## config.mk

```make
export PLATFORM = sky130hd
export DESIGN_NAME = ascii_decimal_to_fixed_point
export DESIGN_NICKNAME = d
export VERILOG_FILES = /design/src/sv/adtf_pkg.sv /design/src/sv/adtf_ctrl.sv /design/src/sv/adtf_dp.sv /design/src/sv/ascii_decimal_to_fixed_point.sv
export SDC_FILE = /design/constraint.sdc
export NUM_CORES = 1
export LEC_CHECK = 0
export ABC_AREA = 1
export BUFFER_PORTS_ARGS = -buffer_cell sky130_fd_sc_hd__buf_2
export CAP_MARGIN = 25
export CORE_MARGIN = 3
export CORE_UTILIZATION = 65
export CTS_CLUSTER_SIZE = 8
export DETAILED_ROUTE_END_ITERATION = 10
export GPL_TIMING_DRIVEN = 0
export PLACE_DENSITY = 0.91
export SYNTH_ARGS = -nofsm -noshare
export SYNTH_HDL_FRONTEND = slang
export SYNTH_SLANG_ARGS = --single-unit
```

## constraint.sdc

```tcl
create_clock -name i_clk -period 9.5 [get_ports i_clk]
set_clock_uncertainty 0.1 [all_clocks]
set_input_delay 1.425 -clock i_clk [delete_from_list [all_inputs] [get_ports i_clk]]
set_output_delay 1.425 -clock i_clk [all_outputs]
set_load 0.03 [all_outputs]
```

## src/sv/adtf_pkg.sv

```systemverilog
`timescale 1ns / 1ps
// adtf_pkg: types, character codes and power-of-ten table for the
// ascii decimal to fixed point converter; no dependencies
package adtf_pkg;

    localparam int VALUE_W = 64;

    localparam logic [7:0] CH_ZERO  = 8'h30;
    localparam logic [7:0] CH_NINE  = 8'h39;
    localparam logic [7:0] CH_MINUS = 8'h2D;
    localparam logic [7:0] CH_POINT = 8'h2E;

    typedef struct packed {
        logic [7:0] ch;
        logic       last;
    } t_in_item;

    typedef struct packed {
        logic signed [VALUE_W-1:0] value;
        logic                      saturated;
    } t_out_item;

    typedef enum logic [1:0] {
        PH_START,
        PH_WHOLE,
        PH_PART,
        PH_DONE
    } t_phase;

    typedef enum logic [1:0] {
        ST_PARSE,
        ST_INIT,
        ST_DIV,
        ST_EMIT
    } t_ctrl_state;

    typedef struct packed {
        logic accept;
        logic div_init;
        logic div_step;
        logic out_load;
    } t_dp_cmd;

    typedef struct packed {
        logic div_last;
        logic out_free;
    } t_dp_status;

    function automatic logic [63:0] f_pow10(input logic [3:0] n);
        logic [63:0] p;
        unique case (n)
            4'd0:    p = 64'd1;
            4'd1:    p = 64'd10;
            4'd2:    p = 64'd100;
            4'd3:    p = 64'd1000;
            4'd4:    p = 64'd10000;
            4'd5:    p = 64'd100000;
            4'd6:    p = 64'd1000000;
            4'd7:    p = 64'd10000000;
            4'd8:    p = 64'd100000000;
            4'd9:    p = 64'd1000000000;
            4'd10:   p = 64'd10000000000;
            4'd11:   p = 64'd100000000000;
            4'd12:   p = 64'd1000000000000;
            4'd13:   p = 64'd10000000000000;
            4'd14:   p = 64'd100000000000000;
            default: p = 64'd1000000000000000;
        endcase
        return p;
    endfunction

endpackage

```

## src/sv/adtf_ctrl.sv

```systemverilog
`timescale 1ns / 1ps
// adtf_ctrl: sequencing state machine for parse, fraction divide and emit
// depends on adtf_pkg
module adtf_ctrl (
    input  logic                 i_clk,
    input  logic                 i_rst_n,
    input  logic                 i_in_valid,
    input  logic                 i_in_last,
    output logic                 o_in_stall,
    input  adtf_pkg::t_dp_status i_status,
    output adtf_pkg::t_dp_cmd    o_cmd
);
    import adtf_pkg::*;

    t_ctrl_state r_state, n_state;

    always_ff @(posedge i_clk) begin
        if (!i_rst_n) begin
            r_state <= ST_PARSE;
        end else begin
            r_state <= n_state;
        end
    end

    always_comb begin
        n_state = r_state;
        unique case (r_state)
            ST_PARSE: begin
                if (i_in_valid && i_in_last) n_state = ST_INIT;
            end
            ST_INIT: n_state = ST_DIV;
            ST_DIV: begin
                if (i_status.div_last) n_state = ST_EMIT;
            end
            ST_EMIT: begin
                if (i_status.out_free) n_state = ST_PARSE;
            end
            default: n_state = ST_PARSE;
        endcase
    end

    always_comb begin
        o_cmd      = '0;
        o_in_stall = 1'b1;
        unique case (r_state)
            ST_PARSE: begin
                o_in_stall   = 1'b0;
                o_cmd.accept = i_in_valid;
            end
            ST_INIT: o_cmd.div_init = 1'b1;
            ST_DIV:  o_cmd.div_step = 1'b1;
            ST_EMIT: o_cmd.out_load = i_status.out_free;
            default: o_in_stall = 1'b1;
        endcase
    end

endmodule

```

## src/sv/adtf_dp.sv

```systemverilog
`timescale 1ns / 1ps
// adtf_dp: character parser registers, bit-serial fraction divider and
// output register; depends on adtf_pkg
module adtf_dp #(
    parameter int WHOLE_BITS      = 32,
    parameter int PART_BITS       = 32,
    parameter int MAX_PART_DIGITS = 9
) (
    input  logic                 i_clk,
    input  logic                 i_rst_n,
    input  adtf_pkg::t_dp_cmd    i_cmd,
    output adtf_pkg::t_dp_status o_status,
    input  adtf_pkg::t_in_item   i_in_item,
    output logic                 o_out_valid,
    input  logic                 i_out_stall,
    output adtf_pkg::t_out_item  o_out_item
);
    import adtf_pkg::*;

    localparam int WA_W  = WHOLE_BITS - 1;
    localparam int DIG_W = $clog2(MAX_PART_DIGITS + 1);
    localparam int DEN_W = $clog2(f_pow10(4'(MAX_PART_DIGITS)) + 64'd1);
    localparam int CNT_W = $clog2(PART_BITS);

    // parser state
    t_phase             r_phase, n_phase;
    logic               r_negative, n_negative;
    logic [WA_W-1:0]    r_whole, n_whole;
    logic [DEN_W-1:0]   r_part, n_part;
    logic [DIG_W-1:0]   r_digits, n_digits;
    logic               r_clamp, n_clamp;

    // divider
    logic [DEN_W-1:0]     r_rem, r_den;
    logic [PART_BITS-1:0] r_q;
    logic [CNT_W-1:0]     r_cnt;
    logic [DEN_W:0]       rem_shift;
    logic                 rem_ge;

    logic       r_out_valid;
    t_out_item  r_out_item;

    logic              is_digit;
    logic [3:0]        digit;
    logic              whole_add;
    logic [WA_W+3:0]   whole_next;
    logic [DEN_W+3:0]  part_next;
    logic [VALUE_W-1:0] mag;

    assign is_digit = (i_in_item.ch >= CH_ZERO) && (i_in_item.ch <= CH_NINE);
    assign digit    = is_digit ? 4'(i_in_item.ch - CH_ZERO) : 4'd0;

    assign whole_next = ({3'b000, r_whole, 1'b0} + {1'b0, r_whole, 3'b000})
                      + (WA_W+4)'(digit);
    assign part_next  = ({3'b000, r_part, 1'b0} + {1'b0, r_part, 3'b000})
                      + (DEN_W+4)'(digit);

    always_comb begin
        n_phase    = r_phase;
        n_negative = r_negative;
        n_whole    = r_whole;
        n_part     = r_part;
        n_digits   = r_digits;
        n_clamp    = r_clamp;
        whole_add  = 1'b0;
        unique case (r_phase)
            PH_START: begin
                if (i_in_item.ch == CH_MINUS) begin
                    n_negative = 1'b1;
                    n_phase    = PH_WHOLE;
                end else if (is_digit) begin
                    n_whole   = WA_W'(whole_next);
                    whole_add = 1'b1;
                    n_phase   = PH_WHOLE;
                end else if (i_in_item.ch == CH_POINT) begin
                    n_phase = PH_PART;
                end else begin
                    n_phase = PH_DONE;
                end
            end
            PH_WHOLE: begin
                if (is_digit) begin
                    n_whole   = WA_W'(whole_next);
                    whole_add = 1'b1;
                end else if (i_in_item.ch == CH_POINT) begin
                    n_phase = PH_PART;
                end else begin
                    n_phase = PH_DONE;
                end
            end
            PH_PART: begin
                if (is_digit) begin
                    if (r_digits < DIG_W'(MAX_PART_DIGITS)) begin
                        n_part   = DEN_W'(part_next);
                        n_digits = r_digits + 1'b1;
                    end
                end else begin
                    n_phase = PH_DONE;
                end
            end
            default: n_phase = PH_DONE;
        endcase
        // integer clamp
        if (whole_add && whole_next[WA_W+3:WA_W] != '0) begin
            n_whole = '1;
            n_clamp = 1'b1;
        end
    end

    always_ff @(posedge i_clk) begin
        if (!i_rst_n || i_cmd.out_load) begin
            r_phase    <= PH_START;
            r_negative <= 1'b0;
            r_whole    <= '0;
            r_part     <= '0;
            r_digits   <= '0;
            r_clamp    <= 1'b0;
        end else if (i_cmd.accept) begin
            r_phase    <= n_phase;
            r_negative <= n_negative;
            r_whole    <= n_whole;
            r_part     <= n_part;
            r_digits   <= n_digits;
            r_clamp    <= n_clamp;
        end
    end

    // restoring division, one quotient bit per cycle
    assign rem_shift = {r_rem, 1'b0};
    assign rem_ge    = rem_shift >= {1'b0, r_den};

    always_ff @(posedge i_clk) begin
        if (i_cmd.div_init) begin
            r_rem <= r_part;
            r_den <= DEN_W'(f_pow10(4'(r_digits)));
            r_q   <= '0;
            r_cnt <= '0;
        end else if (i_cmd.div_step) begin
            r_rem <= rem_ge ? DEN_W'(rem_shift - {1'b0, r_den}) : DEN_W'(rem_shift);
            r_q   <= {r_q[PART_BITS-2:0], rem_ge};
            r_cnt <= r_cnt + 1'b1;
        end
    end

    assign mag = (VALUE_W'(r_whole) << PART_BITS) | VALUE_W'(r_q);

    always_ff @(posedge i_clk) begin
        if (!i_rst_n) begin
            r_out_valid <= 1'b0;
        end else if (i_cmd.out_load) begin
            r_out_valid <= 1'b1;
        end else if (!i_out_stall) begin
            r_out_valid <= 1'b0;
        end
    end

    always_ff @(posedge i_clk) begin
        if (i_cmd.out_load) begin
            r_out_item.value     <= r_negative ? -mag : mag;
            r_out_item.saturated <= r_clamp;
        end
    end

    assign o_status.div_last = (r_cnt == CNT_W'(PART_BITS - 1));
    assign o_status.out_free = !r_out_valid || !i_out_stall;
    assign o_out_valid       = r_out_valid;
    assign o_out_item        = r_out_item;

    a_rem_below_den: assert property (@(posedge i_clk) disable iff (!i_rst_n)
        i_cmd.div_step |-> (r_rem < r_den))
        else $error("divider remainder not below divisor");
    a_digits_bound: assert property (@(posedge i_clk) disable iff (!i_rst_n)
        r_digits <= DIG_W'(MAX_PART_DIGITS))
        else $error("fraction digit count over limit");
    a_load_when_free: assert property (@(posedge i_clk) disable iff (!i_rst_n)
        i_cmd.out_load |-> (!r_out_valid || !i_out_stall))
        else $error("output register overwritten");
    a_load_clears_parser: assert property (@(posedge i_clk) disable iff (!i_rst_n)
        i_cmd.out_load |=> (r_out_valid && r_phase == PH_START && r_digits == '0))
        else $error("result load did not restart parser");
    a_accept_not_in_div: assert property (@(posedge i_clk) disable iff (!i_rst_n)
        i_cmd.accept |-> !i_cmd.div_step && !i_cmd.div_init)
        else $error("character taken during fraction divide");

endmodule

```

## src/sv/ascii_decimal_to_fixed_point.sv

```systemverilog
`timescale 1ns / 1ps
// ascii_decimal_to_fixed_point: top level joining controller and datapath
// depends on adtf_pkg, adtf_ctrl, adtf_dp
// Characters are taken one per cycle while o_in_stall is low. After a
// character marked last the converter sets up the divider, runs PART_BITS
// steps of the one-bit-per-cycle restoring divider that scales the fraction
// by the power-of-ten reciprocal, then loads the result, first waiting while
// the output register is stalled with an earlier transaction still in it.
// No clearing pass is needed after reset.
module ascii_decimal_to_fixed_point #(
    parameter int WHOLE_BITS      = 32,
    parameter int PART_BITS       = 32,
    parameter int MAX_PART_DIGITS = 9
) (
    input  logic                i_clk,
    input  logic                i_rst_n,
    input  logic                i_in_valid,
    output logic                o_in_stall,
    input  adtf_pkg::t_in_item  i_in_item,
    output logic                o_out_valid,
    input  logic                i_out_stall,
    output adtf_pkg::t_out_item o_out_item
);
    import adtf_pkg::*;

    t_dp_cmd    cmd;
    t_dp_status status;

    adtf_ctrl u_ctrl (
        .i_clk      (i_clk),
        .i_rst_n    (i_rst_n),
        .i_in_valid (i_in_valid),
        .i_in_last  (i_in_item.last),
        .o_in_stall (o_in_stall),
        .i_status   (status),
        .o_cmd      (cmd)
    );

    adtf_dp #(
        .WHOLE_BITS      (WHOLE_BITS),
        .PART_BITS       (PART_BITS),
        .MAX_PART_DIGITS (MAX_PART_DIGITS)
    ) u_dp (
        .i_clk       (i_clk),
        .i_rst_n     (i_rst_n),
        .i_cmd       (cmd),
        .o_status    (status),
        .i_in_item   (i_in_item),
        .o_out_valid (o_out_valid),
        .i_out_stall (i_out_stall),
        .o_out_item  (o_out_item)
    );

endmodule
```

Yosys cells after proc, flatten, opt, wreduce, memory -nomap -nowiden
Memory sizes are Yosys's and may differ from the RTL's. A register that Yosys moved wholly into a read port is not among the register bits.
Cells that the tools add are included.
{ "word_totals": {"output_inout_bits": 67, "word_cells": 91, "memories": 1, "mem_bits_ro": 784, "in_bits": 13, "reg_bits": 204} }
{ "memory_table": {"columns": ["memory", "depth", "word_bits", "rd", "rd_clocked_by_memory_dff", "wr", "line_no", "rtl"], "rows": [
  ["(no name shown)", 16, 49, 1, 1, 0, "adtf_pkg.sv:51", "unique case (n)"]
]} }
{ "classes": {"order_cmp": 4, "reduce_logical": 19, "n_addsub": 9, "eq_ne": 15, "n_mux": 29, "bitwise_logic": 1} }
{ "op_table": {"columns": ["op", "count"], "rows": [
  ["$mux 31", 3],
  ["$mux 30", 3],
  ["$mux 64", 1],
  ["$neg 64->64", 1],
  ["$or 63x32->63", 1],
  ["$pmux 31 s2", 1],
  ["$add 32x34->35", 1],
  ["$add 35x4->35", 1],
  ["$ge 31x30->1", 1],
  ["$add 30x30->30", 1],
  ["$add 30x4->30", 1],
  ["$sub 30x30->30", 1],
  ["$eq 8x6->1 const B", 2],
  ["$mux 2", 7],
  ["$reduce_and 3->1", 4],
  ["$mux 1", 10],
  ["$ge 8x6->1 const B", 1],
  ["$le 8x6->1 const B", 1],
  ["$pmux 2 s4", 1],
  ["$eq 2x2->1 const B", 3],
  ["$ne 2x1->1 const B", 3],
  ["$ne 2x2->1 const B", 3],
  ["$pmux 2 s3", 1],
  ["$add 5x1->5 const B", 1],
  ["17 further kinds", 24]
]} }

Logic depth before layout (Yosys ltp)
Gate-level depths: netlist (run 1).
{ "depth": {"ltp_word": 8, "depth_mapped": 24, "mapped_depth_nobuf": 23} }

Hierarchy
Synthesis (run 1) repeated with hierarchy kept, for this count alone.
{ "hier_totals": {"hier_cells": 2348, "hier_area_um2": 17276.6} }
{ "modules_own_cells": {"columns": ["mod", "n_inst", "cells_per_inst", "seq_area_each_um2", "area_per_inst_um2"], "rows": [
  ["adtf_dp", 1, 2315, 5895.7, 17030.1],
  ["adtf_ctrl", 1, 33, 40.0, 246.5]
]} }

Worst setup path after synthesis (run 1)
OpenSTA, ideal clock, no wires.
{ "synth_path": {"path_kind": "input port to flip-flop", "from": "in i_out_stall", "to": "reg u_dp.r_part[15]", "slack_ns": 3.287, "arrival_ns": 5.997, "required_ns": 9.285, "cell_stages": 7, "setup_ns": 0.115, "path_buffers": 1, "cell_sequence": "a21oi_1 nor2_1 inv_2 buf_1 nor2_1 o21ai_0 inv_1"} }
{ "synth_via": {"elab_chain_len": 4} }
{ "synth_rtl": {"columns": ["item", "line_no", "rtl"], "rows": [
  ["from (decl)", "ascii_decimal_to_fixed_point.sv:21", "input logic i_out_stall,"],
  ["$logic_not 1->1", null, null],
  ["$logic_or 1x1->1", "adtf_dp.sv:165", "assign o_status.out_free = !r_out_valid || !i_out_stall;"],
  ["$mux 1", "adtf_ctrl.sv:45", "unique case (r_state)"],
  ["$logic_or 1x1->1", "adtf_dp.sv:111", "if (!i_rst_n || i_cmd.out_load) begin"],
  ["to (signal assigned)", "adtf_dp.sv:122", "r_part <= n_part;"],
  ["to (decl)", "adtf_dp.sv:29", "logic [DEN_W-1:0] r_part, n_part;"]
]} }
No other way between the ends.
A chain may end at the register's enable or synchronous reset.

Worst setup path in the final report (run 1)
{ "layout_path": {"from": "in i_in_item[2] in the netlist's numbering", "to": "reg u_dp.r_whole[11]"} }
{ "layout_via": {"elab_chain_len": 8, "elab_cells_between_ends": 19, "classes_between": "2 x add/sub; 2 x order compare; 2 x eq/ne; 8 x mux; 5 x reduce/logical"} }
{ "layout_rtl": {"columns": ["item", "line_no", "rtl"], "rows": [
  ["from (decl)", "ascii_decimal_to_fixed_point.sv:19", "input adtf_pkg::t_in_item i_in_item,"],
  ["$ge 8x6->1 / $le 8x6->1 (equally long branches)", "adtf_dp.sv:50", "assign is_digit = (i_in_item.ch >= CH_ZERO) && (i_in_item.ch <= CH_NINE);"],
  ["$logic_and 1x1->1", "adtf_dp.sv:50", null],
  ["$mux 4 / $mux 1 (equally long branches)", "adtf_dp.sv:51, adtf_dp.sv:71, adtf_dp.sv:82", null],
  ["$add 35x4->35 / $mux 1 (equally long branches)", "adtf_dp.sv:54, adtf_dp.sv:68", null],
  ["$reduce_bool 4->1 (tied with other cells)", "adtf_dp.sv:104", "if (whole_add && whole_next[WA_W+3:WA_W] != '0) begin"],
  ["$logic_and 1x1->1 / $mux 31 (equally long branches)", "adtf_dp.sv:104, adtf_dp.sv:68", null],
  ["$ne 3x3->1 (no line) (tied with other cells)", null, null],
  ["$reduce_and 3->1 (no line) / $mux 31 (equally long branches)", null, null],
  ["to (signal assigned)", "adtf_dp.sv:121", "r_whole <= n_whole;"],
  ["to (decl)", "adtf_dp.sv:28", "logic [WA_W-1:0] r_whole, n_whole;"]
]} }
Parallel ways exist; a longest one is shown, timed or not. The select of a mux whose other input is x is not followed.

==> reports/results.txt, run 1 <==
Placer's final routability congestion estimate -> 0.949
Sink Count -> 234
Worst skew pair latency -> 0.52 ns
Starting density of the core -> 0.670
Post-Route M1 WL -> 21500 um
Critical path class -> input port to flip-flop
Met2 routed wirelength -> 22500 um
Die extent in x -> 168 um
P per Cell Area -> 258 nW/um^2
Max clock buf depth -> 3
Pins over their slew limit -> 0
Die Span Y -> 168 um
Post-synth EDFFs -> 125
TritonCTS clock tree -> built
Detailed-placement wirelength estimate -> 39100 um
Clock root cell -> clkbuf_16
DR vias/cell -> 5.95
Setup TNS -> 0 ns
Register Area -> 5940 sq um
Initial antenna violation count -> 1
Max Used Layer -> met5
Mapped Nets -> 2522
# setup viols final -> 0
DR WL/cell -> 17.8 um
Multi-input logic area -> 9820 sq um
Endpoint type of the worst setup path -> flip-flop
Die area -> 28300 sq um
Worst Tran Pin Value -> 0.836 ns
Hold Path Class -> flip-flop to flip-flop
Reported leakage power -> 9.62 nW
DRC viols -> 0
Post-CTS Setup Repair Bufs -> 0
Worst setup SP type -> input port
Maximum fanout along the worst path -> 10
Setup ws final -> 4.69 ns
Fin. Hold Viols -> 0
Antenna Cells -> 0
Syn Area/Cell -> 7.31 sq um
Core area -> 25500 sq um
CP Data Arrival Time -> 5.10 ns
Share of the synthesized area in the top cell type -> 0.219
Drt total wl -> 50000 um
Vias in the first global route -> 15900
Fin crit share -> 0.506
Maxcap violations -> 0
Filler cell count -> 1926
Synth cell count leaders -> nand2_1 (515), nor2_1 (332), inv_1 (296)
Resized cells post-CTS -> 0
Cts hold-fix bufs -> 0
Largest net degree at the start of global routing -> 35
GRT Total Usage -> 0.346
Routed vias -> 16700
Most used DFF post-synth -> edfxtp_1
Worst Path Required -> 9.80 ns
Worst hold margin -> 0.327 ns
Fin nets -> 2642
Area Overhead vs Synth -> 11.3%
Cell Area, Synth -> 17100 sq um
Register area share after synthesis -> 0.347
H-tree depth -> 2
Flop2flop setup slack -> 6.12 ns
FFs w/ async S/R, synth -> 0
Row count -> 58
Clk slew on worst S/H paths -> 0.05 ns
Post-synth top area cell -> edfxtp_1
Fraction of layout cells with a size suffix above 1 -> 0.0720
VDD IR max -> 259 uV
Count leader, synth -> nand2_1
TritonCTS Buffers -> 35
Post-Place Setup Slack -> 4.28 ns
First-pass GRT wire length -> 80400 um
Total chip power -> 4.91 mW
Yosys reg bits -> 234
Cell variety after synth -> 57
RSZ-0062 raised after global routing -> no
Slew margin rel. -> 0.443
Max Freq -> 208 MHz
Synth area leaders -> edfxtp_1 (22%), dfxtp_1 (13%), ha_1 (12%)
Port bufs -> 79
Fin crit period -> 4.81 ns
Initial drt markers -> 1954
Synth Instances -> 2342
Met3 WL -> 4840 um
Outcome -> completed
GR Overflow Total -> 0
Top-level port count -> 80
Ys Warns -> 0
First-pass DRT Iterations -> 5
ANT nets after route -> 0
[layer usage]
metal | global-route usage | up-vias
li1 | - | 8000
met1 | 0.499 | 7748
met2 | 0.546 | 872
met3 | 0.0524 | 114
met4 | 0.0946 | 2
met5 | 0 | -
[worst paths after layout]
path / to / startpoint / depth (start not counted)
worst max register to register: u_dp.r_whole[11] / u_dp.r_whole[0] / 17
worst min register to register: u_dp.o_out_item[0] / u_dp.r_clamp / 0
worst min-delay path: u_dp.o_out_item[0] / u_dp.r_clamp / 0
worst max-delay path: u_dp.r_whole[11] / i_in_item[2] / 22
[cell usage in the layout, fill, tap and decap left out, types with 30 or more instances in the layout]
cell       netlist  layout
a21oi_1        135     134
buf_2            5      84
clkbuf_1        31      51
clkbuf_16        0      35
dfxtp_1        109     109
edfxtp_1       125     125
ha_1           164     164
inv_1          296     296
nand2_1        515     515
nand3_1        101     101
nand4_1         36      36
nor2_1         332     332
nor3_1          30      30
o21ai_0        177     177
xnor2_1         37      37
xor2_1          71      71
[area by class of cell]
type,count,area share
clock buffers,55,0.0499
repair buffers,83,0.0258
well taps,330,0.0217
multi-input cells,1755,0.515
flip-flops and latches,234,0.312
clock inverters,5,0.00335
plain buffers,50,0.0126
inverters,303,0.0597
[power by group]
part	leakage (nW)	internal (mW)	switching, mW
combinational	7.07	0.715	1.49
sequential	2.07	1.40	0.159
clock	0.483	0.689	0.453
[critical path, stage by stage]
cell,delay [ns]
buf_2,0.14
o21ai_1,0.13
nand4_1,0.28
inv_1,0.23
nand2_1,0.20
xor2_1,0.20
inv_1,0.06
ha_1,0.32
fa_1,0.48
nand2_1,0.08
nand2_1,0.11
nand3_1,0.15
nand2_2,0.10
nand2_1,0.09
nand2_2,0.10
a21oi_2,0.13
nand2_1,0.07
nor2_2,0.23
nand3_4,0.19
buf_6,0.21
nor2_1,0.12
nor2_1,0.06
[registers in the layout (all words and copies together), names as in the netlist]
signal,flops
u_dp.r_negative,1
u_dp.o_out_valid,1
u_dp.r_den,30
u_dp.r_digits,4
u_dp.r_rem,30
u_dp.r_part,30
u_ctrl.r_state,2
u_dp.o_out_item,65
u_dp.r_q,32
u_dp.r_cnt,5
u_dp.r_clamp,1
u_dp.r_phase,2
u_dp.r_whole,31
[kinds of logic after synthesis]
kind of cell,share of synthesized area
AO/OA/AOI/OAI,0.130
XOR/XNOR,0.0553
AND/OR/NAND/NOR,0.264
buffers and inverters,0.0805
flip-flops,0.347
adder cells (fa/ha/maj),0.123
[metrics by stage]
stage          utilization  instances  cell area, sq um
2_1_floorplan            -       2342             17100
3_3_place_gp         0.702       2751             17900
3_5_place_dp         0.706       2755             18000
4_1_cts              0.746       2815             19000
5_1_grt              0.746       2815             19000
6_report             0.746       2815             19000
Note: power is estimated with default switching activity, not from simulation.
==> inputs of run 2 (changes only) <==
- CORE_UTILIZATION: 65 -> 57
- PLACE_DENSITY: 0.91 -> 0.85
- clock period: 9.5 -> 3.9 ns (I/O delays scaled with it)
==> run 2 against run 1 <==
Effect of this change:
- wire length is 3.7% lower
- critical path depth is 3 higher
- non-clock buffer count is 3 higher
- die area is 14% higher
- combinational power is 140% higher
- worst setup slack worse by 4.4 ns
- cell count is 2.1% higher
- first-iteration DRC count is 10% lower
- cell area is 0.58% higher
- largest power group unchanged
==> reports/results.txt, run 2 (synthesis gave the netlist of run 1 again) <==
Die extent in x -> 179 um (+6.5%)
H-tree depth -> 2 (unchanged)
DR WL/cell -> 16.8 um (-5.6%)
Worst Path Required -> 4.20 ns (-5.60 ns)
Most common cell on crit path -> nand2_1
Fin. Hold Viols -> 0 (unchanged)
Die Span Y -> 179 um (+6.5%)
Max Freq -> 276 MHz
Max Used Layer -> met4
DRC viols -> 0 (unchanged)
Min-delay src -> i_rst_n
Post-Route M1 WL -> 20100 um (-6.6%)
Worst Tran Pin Value -> 0.943 ns (+0.108 ns)
Critical path class -> input port to flip-flop
Final Cell Area -> 19200 sq um (+0.58%)
Met3 WL -> 4730 um (-2.3%)
Max reg flops -> 65 (unchanged)
FF-to-FF End -> u_dp.r_whole[18]
GR Overflow Total -> 0 (unchanged)
Core Util, Final -> 0.657 (-0.0888)
Slowest cell on the critical path -> fa_1
Endpoint type of the worst setup path -> flip-flop
Port bufs -> 79 (unchanged)
Max clock buf depth -> 3 (unchanged)
Vias in the first global route -> 15500 (-2.6%)
Maxcap violations -> 0 (unchanged)
P per Cell Area -> 620 nW/um^2 (+140%)
Post-Layout Cell Count -> 2873 (+2.1%)
Hold EP -> u_ctrl.r_state[1]
Core area -> 29200 sq um (+14%)
Setup TNS -> 0 ns (unchanged)
Fin crit period -> 3.63 ns
Hold path cells -> 3 (+3)
Routed vias -> 16700 (-0.39%)
Worst R2R Start -> u_dp.r_whole[0]
Worst skew pair latency -> 0.52 ns (about the same)
Pins over their slew limit -> 0 (unchanged)
Area Overhead vs Synth -> 11.9%
Clk slew on worst S/H paths -> 0.05 ns (about the same)
Starting density of the core -> 0.587 (-0.0832)
TritonCTS Buffers -> 35 (unchanged)
Row count -> 62 (+6.9%)
DR vias/cell -> 5.80 (-2.4%)
Top-level port count -> 80 (unchanged)
Filler cell count -> 2394 (+24%)
Fraction of layout cells with a size suffix above 1 -> 0.0743 (+0.00229)
DP Cell Count -> 2808 (+1.9%)
ANT nets after route -> 0 (unchanged)
Placer's final routability congestion estimate -> 0.996 (+5.0%)
Die area -> 32100 sq um (+14%)
Critical path's top delay family -> simple AND/OR/NAND/NOR gates
Outcome -> completed
Worst hold margin -> 0.255 ns (-0.0718 ns)
Commonest non-fill, non-tap cells in the layout -> nand2_1 (514), nor2_1 (332), inv_1 (296)
Initial antenna violation count -> 0 (-1)
CP Data Arrival Time -> 3.92 ns (-1.18 ns)
Detailed-placement wirelength estimate -> 36900 um (-5.6%)
Initial drt markers -> 1752 (-10%)
Flop2flop setup slack -> 0.71 ns (-5.41 ns)
Maximum fanout along the worst path -> 10 (unchanged)
Hold Path Class -> input port to flip-flop
First-pass DRT Iterations -> 6 (+1)
Sink Count -> 234 (unchanged)
Met2 routed wirelength -> 21900 um (-2.5%)
Fin nets -> 2645 (+0.11%)
Commonest non-fill, non-tap cell in the layout -> nand2_1
Slew margin rel. -> 0.369 (-0.0741)
# setup viols final -> 0 (unchanged)
Antenna Cells -> 0 (unchanged)
Cells on worst reg2reg path -> 19 (+2)
Clock root cell -> clkbuf_16
Placed instance area -> 18100 sq um (+0.24%)
Reported leakage power -> 9.64 nW (+0.23%)
CP peak stage delay -> 0.48 ns (about the same)
First-pass GRT wire length -> 76500 um (-4.9%)
CP bufs+invs -> 5 (+1)
Largest net degree at the start of global routing -> 35 (unchanged)
GRT Total Usage -> 0.295 (-0.0509)
Fin crit share -> 0.930
Drt total wl -> 48200 um (-3.7%)
VDD IR max -> 342 uV (+32%)
TritonCTS clock tree -> built
Worst setup SP type -> input port
## run 2: timing repair
| item | CTS | global route |
|---|---|---|
| resized for setup | 0 | 3 |
| endpoints found under the setup margin | 0 | 35 |
| hold buffers | 0 | 0 |
| setup buffers | 0 | 4 |
## run 2: per-stage QoR
stage / setup slack, ns / total power, mW
final: 0.272 / 11.9
after global routing: -0.00584 / 12.6
after CTS: 0.0145 / 11.7
after detailed placement: -0.461 / 8.88
after global placement: -1.53 / 8.64
after floorplan: 0.183 / 7.44
## run 2: worst min-delay path, cell delays in order
cell and delay [ns]:
buf_2 0.11, o21ai_0 0.08, a21oi_1 0.04
## run 2: how the worst max path moves through the flow
stage	endpoint	startpoint	depth (start not counted)	slack [ns]
6_report	u_dp.r_whole[18]	i_in_item[2]	25	0.27
5_1_grt	u_dp.r_whole[28]	i_in_item[2]	25	-0.006
4_1_cts	u_dp.r_whole[11]	i_in_item[2]	24	0.01
3_5_place_dp	u_dp.r_whole[12]	i_in_item[2]	24	-0.46
3_3_place_gp	u_dp.r_part[25]	i_out_stall	8	-1.53
2_1_floorplan	u_dp.r_part[15]	u_dp.o_out_valid	7	0.18
## run 2: final cells by class
type	instances	area, sq um	area share
well taps	384	480	0.0251
clock buffers	57	968	0.0505
plain buffers	50	240	0.0125
repair buffers	86	505	0.0264
flip-flops and latches	234	5940	0.310
multi-input cells	1755	9830	0.513
inverters	303	1140	0.0594
clock inverters	4	60.1	0.00313
## run 2: metal layers
metal  GRT usage  vias up
met5           0        -
met4      0.0921        0
met3      0.0388      125
met2       0.477      837
met1       0.413     7708
li1            -     8001
## run 2: report_power, final
group / switching [mW] / internal [mW] / total [mW]
combinational: 3.56 / 1.72 / 5.27
sequential: 0.377 / 3.42 / 3.80
clock: 1.11 / 1.70 / 2.81
total: 5.04 / 6.84 / 11.9
==> inputs of run 3 (changes only) <==
- BUFFER_PORTS_ARGS: -buffer_cell sky130_fd_sc_hd__buf_2 -> -buffer_cell sky130_fd_sc_hd__buf_4
- CORE_UTILIZATION: 57 -> 58
- CTS_BUF_LIST: not set -> sky130_fd_sc_hd__clkbuf_8
- CTS_CLUSTER_DIAMETER: not set -> 50
- PLACE_DENSITY: 0.85 -> 0.86
==> run 3 against run 2 <==
Effect of this change:
- via count fell by 1.2%
- global-route usage rose by 1.1 points
- worst setup slack improved by 0.082 ns
- critical path depth did not move
==> reports/results.txt, run 3 (synthesis gave the netlist of run 1 again) <==
CP Data Arrival Time -> 3.88 ns (-0.04 ns)
Row count -> 62 (unchanged)
Most common cell on crit path -> nand2_1
CP peak stage delay -> 0.47 ns (about the same)
Post-Place Setup Slack -> -0.372 ns (+0.0894 ns)
Worst setup SP type -> input port
Antenna Cells -> 0 (unchanged)
RSZ-0062 raised after global routing -> no
Hold Path Class -> input port to flip-flop
Worst Tran Pin Value -> 0.950 ns (+0.00688 ns)
Slowest cell on the critical path -> fa_1
Area Overhead vs Synth -> 10.8%
TritonCTS clock tree -> built
Top-level port count -> 80 (unchanged)
DR vias/cell -> 5.73 (-1.3%)
Max Freq -> 282 MHz (+2.3%)
Fin crit share -> 0.909 (-0.0210)
Fin crit period -> 3.55 ns (-0.0817 ns)
Maxcap violations -> 0 (unchanged)
Drt total wl -> 49200 um (+2.0%)
First-pass GRT wire length -> 78100 um (+2.1%)
ANT nets after route -> 0 (unchanged)
Core Util, Final -> 0.657 (about the same)
Initial drt markers -> 1640 (-6.4%)
Fin nets -> 2646 (+0.038%)
Worst hold margin -> 0.210 ns (-0.0454 ns)
First-pass DRT Iterations -> 6 (unchanged)
Outcome -> completed
Critical path class -> input port to flip-flop
Port bufs -> 79 (unchanged)
Fin. Hold Viols -> 0 (unchanged)
Worst skew pair latency -> 0.57 ns (+0.05 ns)
VDD IR max -> 421 uV (+23%)
Commonest non-fill, non-tap cell in the layout -> nand2_1
Maximum fanout along the worst path -> 10 (unchanged)
Starting density of the core -> 0.593 (+0.00631)
Die Span Y -> 178 um (-0.84%)
Clock root cell -> clkbuf_8
DR WL/cell -> 17.1 um (+1.9%)
Cts hold-fix bufs -> 0 (unchanged)
Clk slew on worst S/H paths -> 0.06 ns (about the same)
P per Cell Area -> 581 nW/um^2 (-6.2%)
Pins over their slew limit -> 0 (unchanged)
Fraction of layout cells with a size suffix above 1 -> 0.0746 (+0.000312)
GR Overflow Total -> 0 (unchanged)
Max Used Layer -> met5
Die extent in x -> 178 um (-0.84%)
H-tree depth -> 2 (unchanged)
Die area -> 31600 sq um (-1.7%)
Placer's final routability congestion estimate -> 0.954 (-4.2%)
Endpoint type of the worst setup path -> flip-flop
Worst Path Required -> 4.23 ns (+0.03 ns)
# setup viols final -> 0 (unchanged)
Total chip power -> 11.0 mW (-7.2%)
Max reg flops -> 65 (unchanged)
Initial antenna violation count -> 1 (+1)
GRT Total Usage -> 0.306 (+0.0105)
Routed vias -> 16500 (-1.2%)
Max clock buf depth -> 3 (unchanged)
Slew margin rel. -> 0.364 (-0.00460)
Reported leakage power -> 9.62 nW (-0.29%)
Met2 routed wirelength -> 22400 um (+2.0%)
Detailed-placement wirelength estimate -> 39000 um (+5.7%)
Setup ws final -> 0.354 ns (+0.0817 ns)
Post-Route M1 WL -> 21100 um (+4.7%)
Sink Count -> 234 (unchanged)
Met3 WL -> 4420 um (-6.5%)
Largest net degree at the start of global routing -> 34 (-2.9%)
Core area -> 28900 sq um (-1.1%)
Commonest non-fill, non-tap cells in the layout -> nand2_1 (515), nor2_1 (332), inv_1 (315)
Vias in the first global route -> 15500 (+0.34%)
TritonCTS Buffers -> 37 (+5.7%)
DRC viols -> 0 (unchanged)
run 3: per-stage QoR:
stage / TNS, ns / std cells / cell area [sq um]
finish: 0 / 2876 / 19000
global placement: -76.25 / 2805 / 18200
CTS: 0 / 2874 / 18900
global route: 0 / 2876 / 19000
floorplan: 0 / 2342 / 17100
detailed placement: -9.89 / 2809 / 18300
run 3: path summary, 6_finish.rpt:
check	start	to	slack (ns)	depth (start not counted)
worst max-delay path	i_in_item[2]	u_dp.r_whole[26]	0.35	25
worst min-delay path	i_rst_n	u_ctrl.r_state[1]	0.21	3
worst min register to register	u_dp.r_clamp	u_dp.o_out_item[0]	0.33	0
worst max register to register	u_dp.r_whole[0]	u_dp.r_whole[26]	0.65	19
run 3: report_power, final:
part           internal (mW)  switching, mW  total (mW)  leakage (nW)
Clock                  0.902           1.01        1.91         0.404
Sequential              3.41          0.382        3.80          2.07
Combinational           1.78           3.53        5.32          7.15
Total                   6.10           4.93        11.0          9.62
run 3: timing repair:
item                                   in CTS  in global routing
gates resized for setup                     0                  1
endpoints found under the hold margin       0                  0
setup buffers                               0                  2
setup endpoints to repair                   0                 23
run 3: metal layers:
metal	vias up	GRT usage
li1	8015	-
met1	7601	0.431
met2	751	0.493
met3	110	0.0400
met4	2	0.0870
met5	-	0
run 3: worst max-delay path: cells and delay by family:
| kind | cells | cell delay (ns) |
|---|---|---|
| xor gates and xnor gates | 1 | 0.15 |
| AOI/OAI and AO/OA | 1 | 0.12 |
| buffers and inverters | 5 | 0.65 |
| and+or+nand+nor | 16 | 1.56 |
| adders and majority gates | 2 | 0.79 |
run 3: layout make-up:
type                            count  area (sq um)
Fill cell                        2529          9900
Multi-Input combinational cell   1755          9820
Sequential cell                   234          5940
Inverter                          303          1140
Timing Repair Buffer               85           703
Clock buffer                       37           509
Tap cell                          384           480
Buffer                             50           240
Clock inverter                     28           139
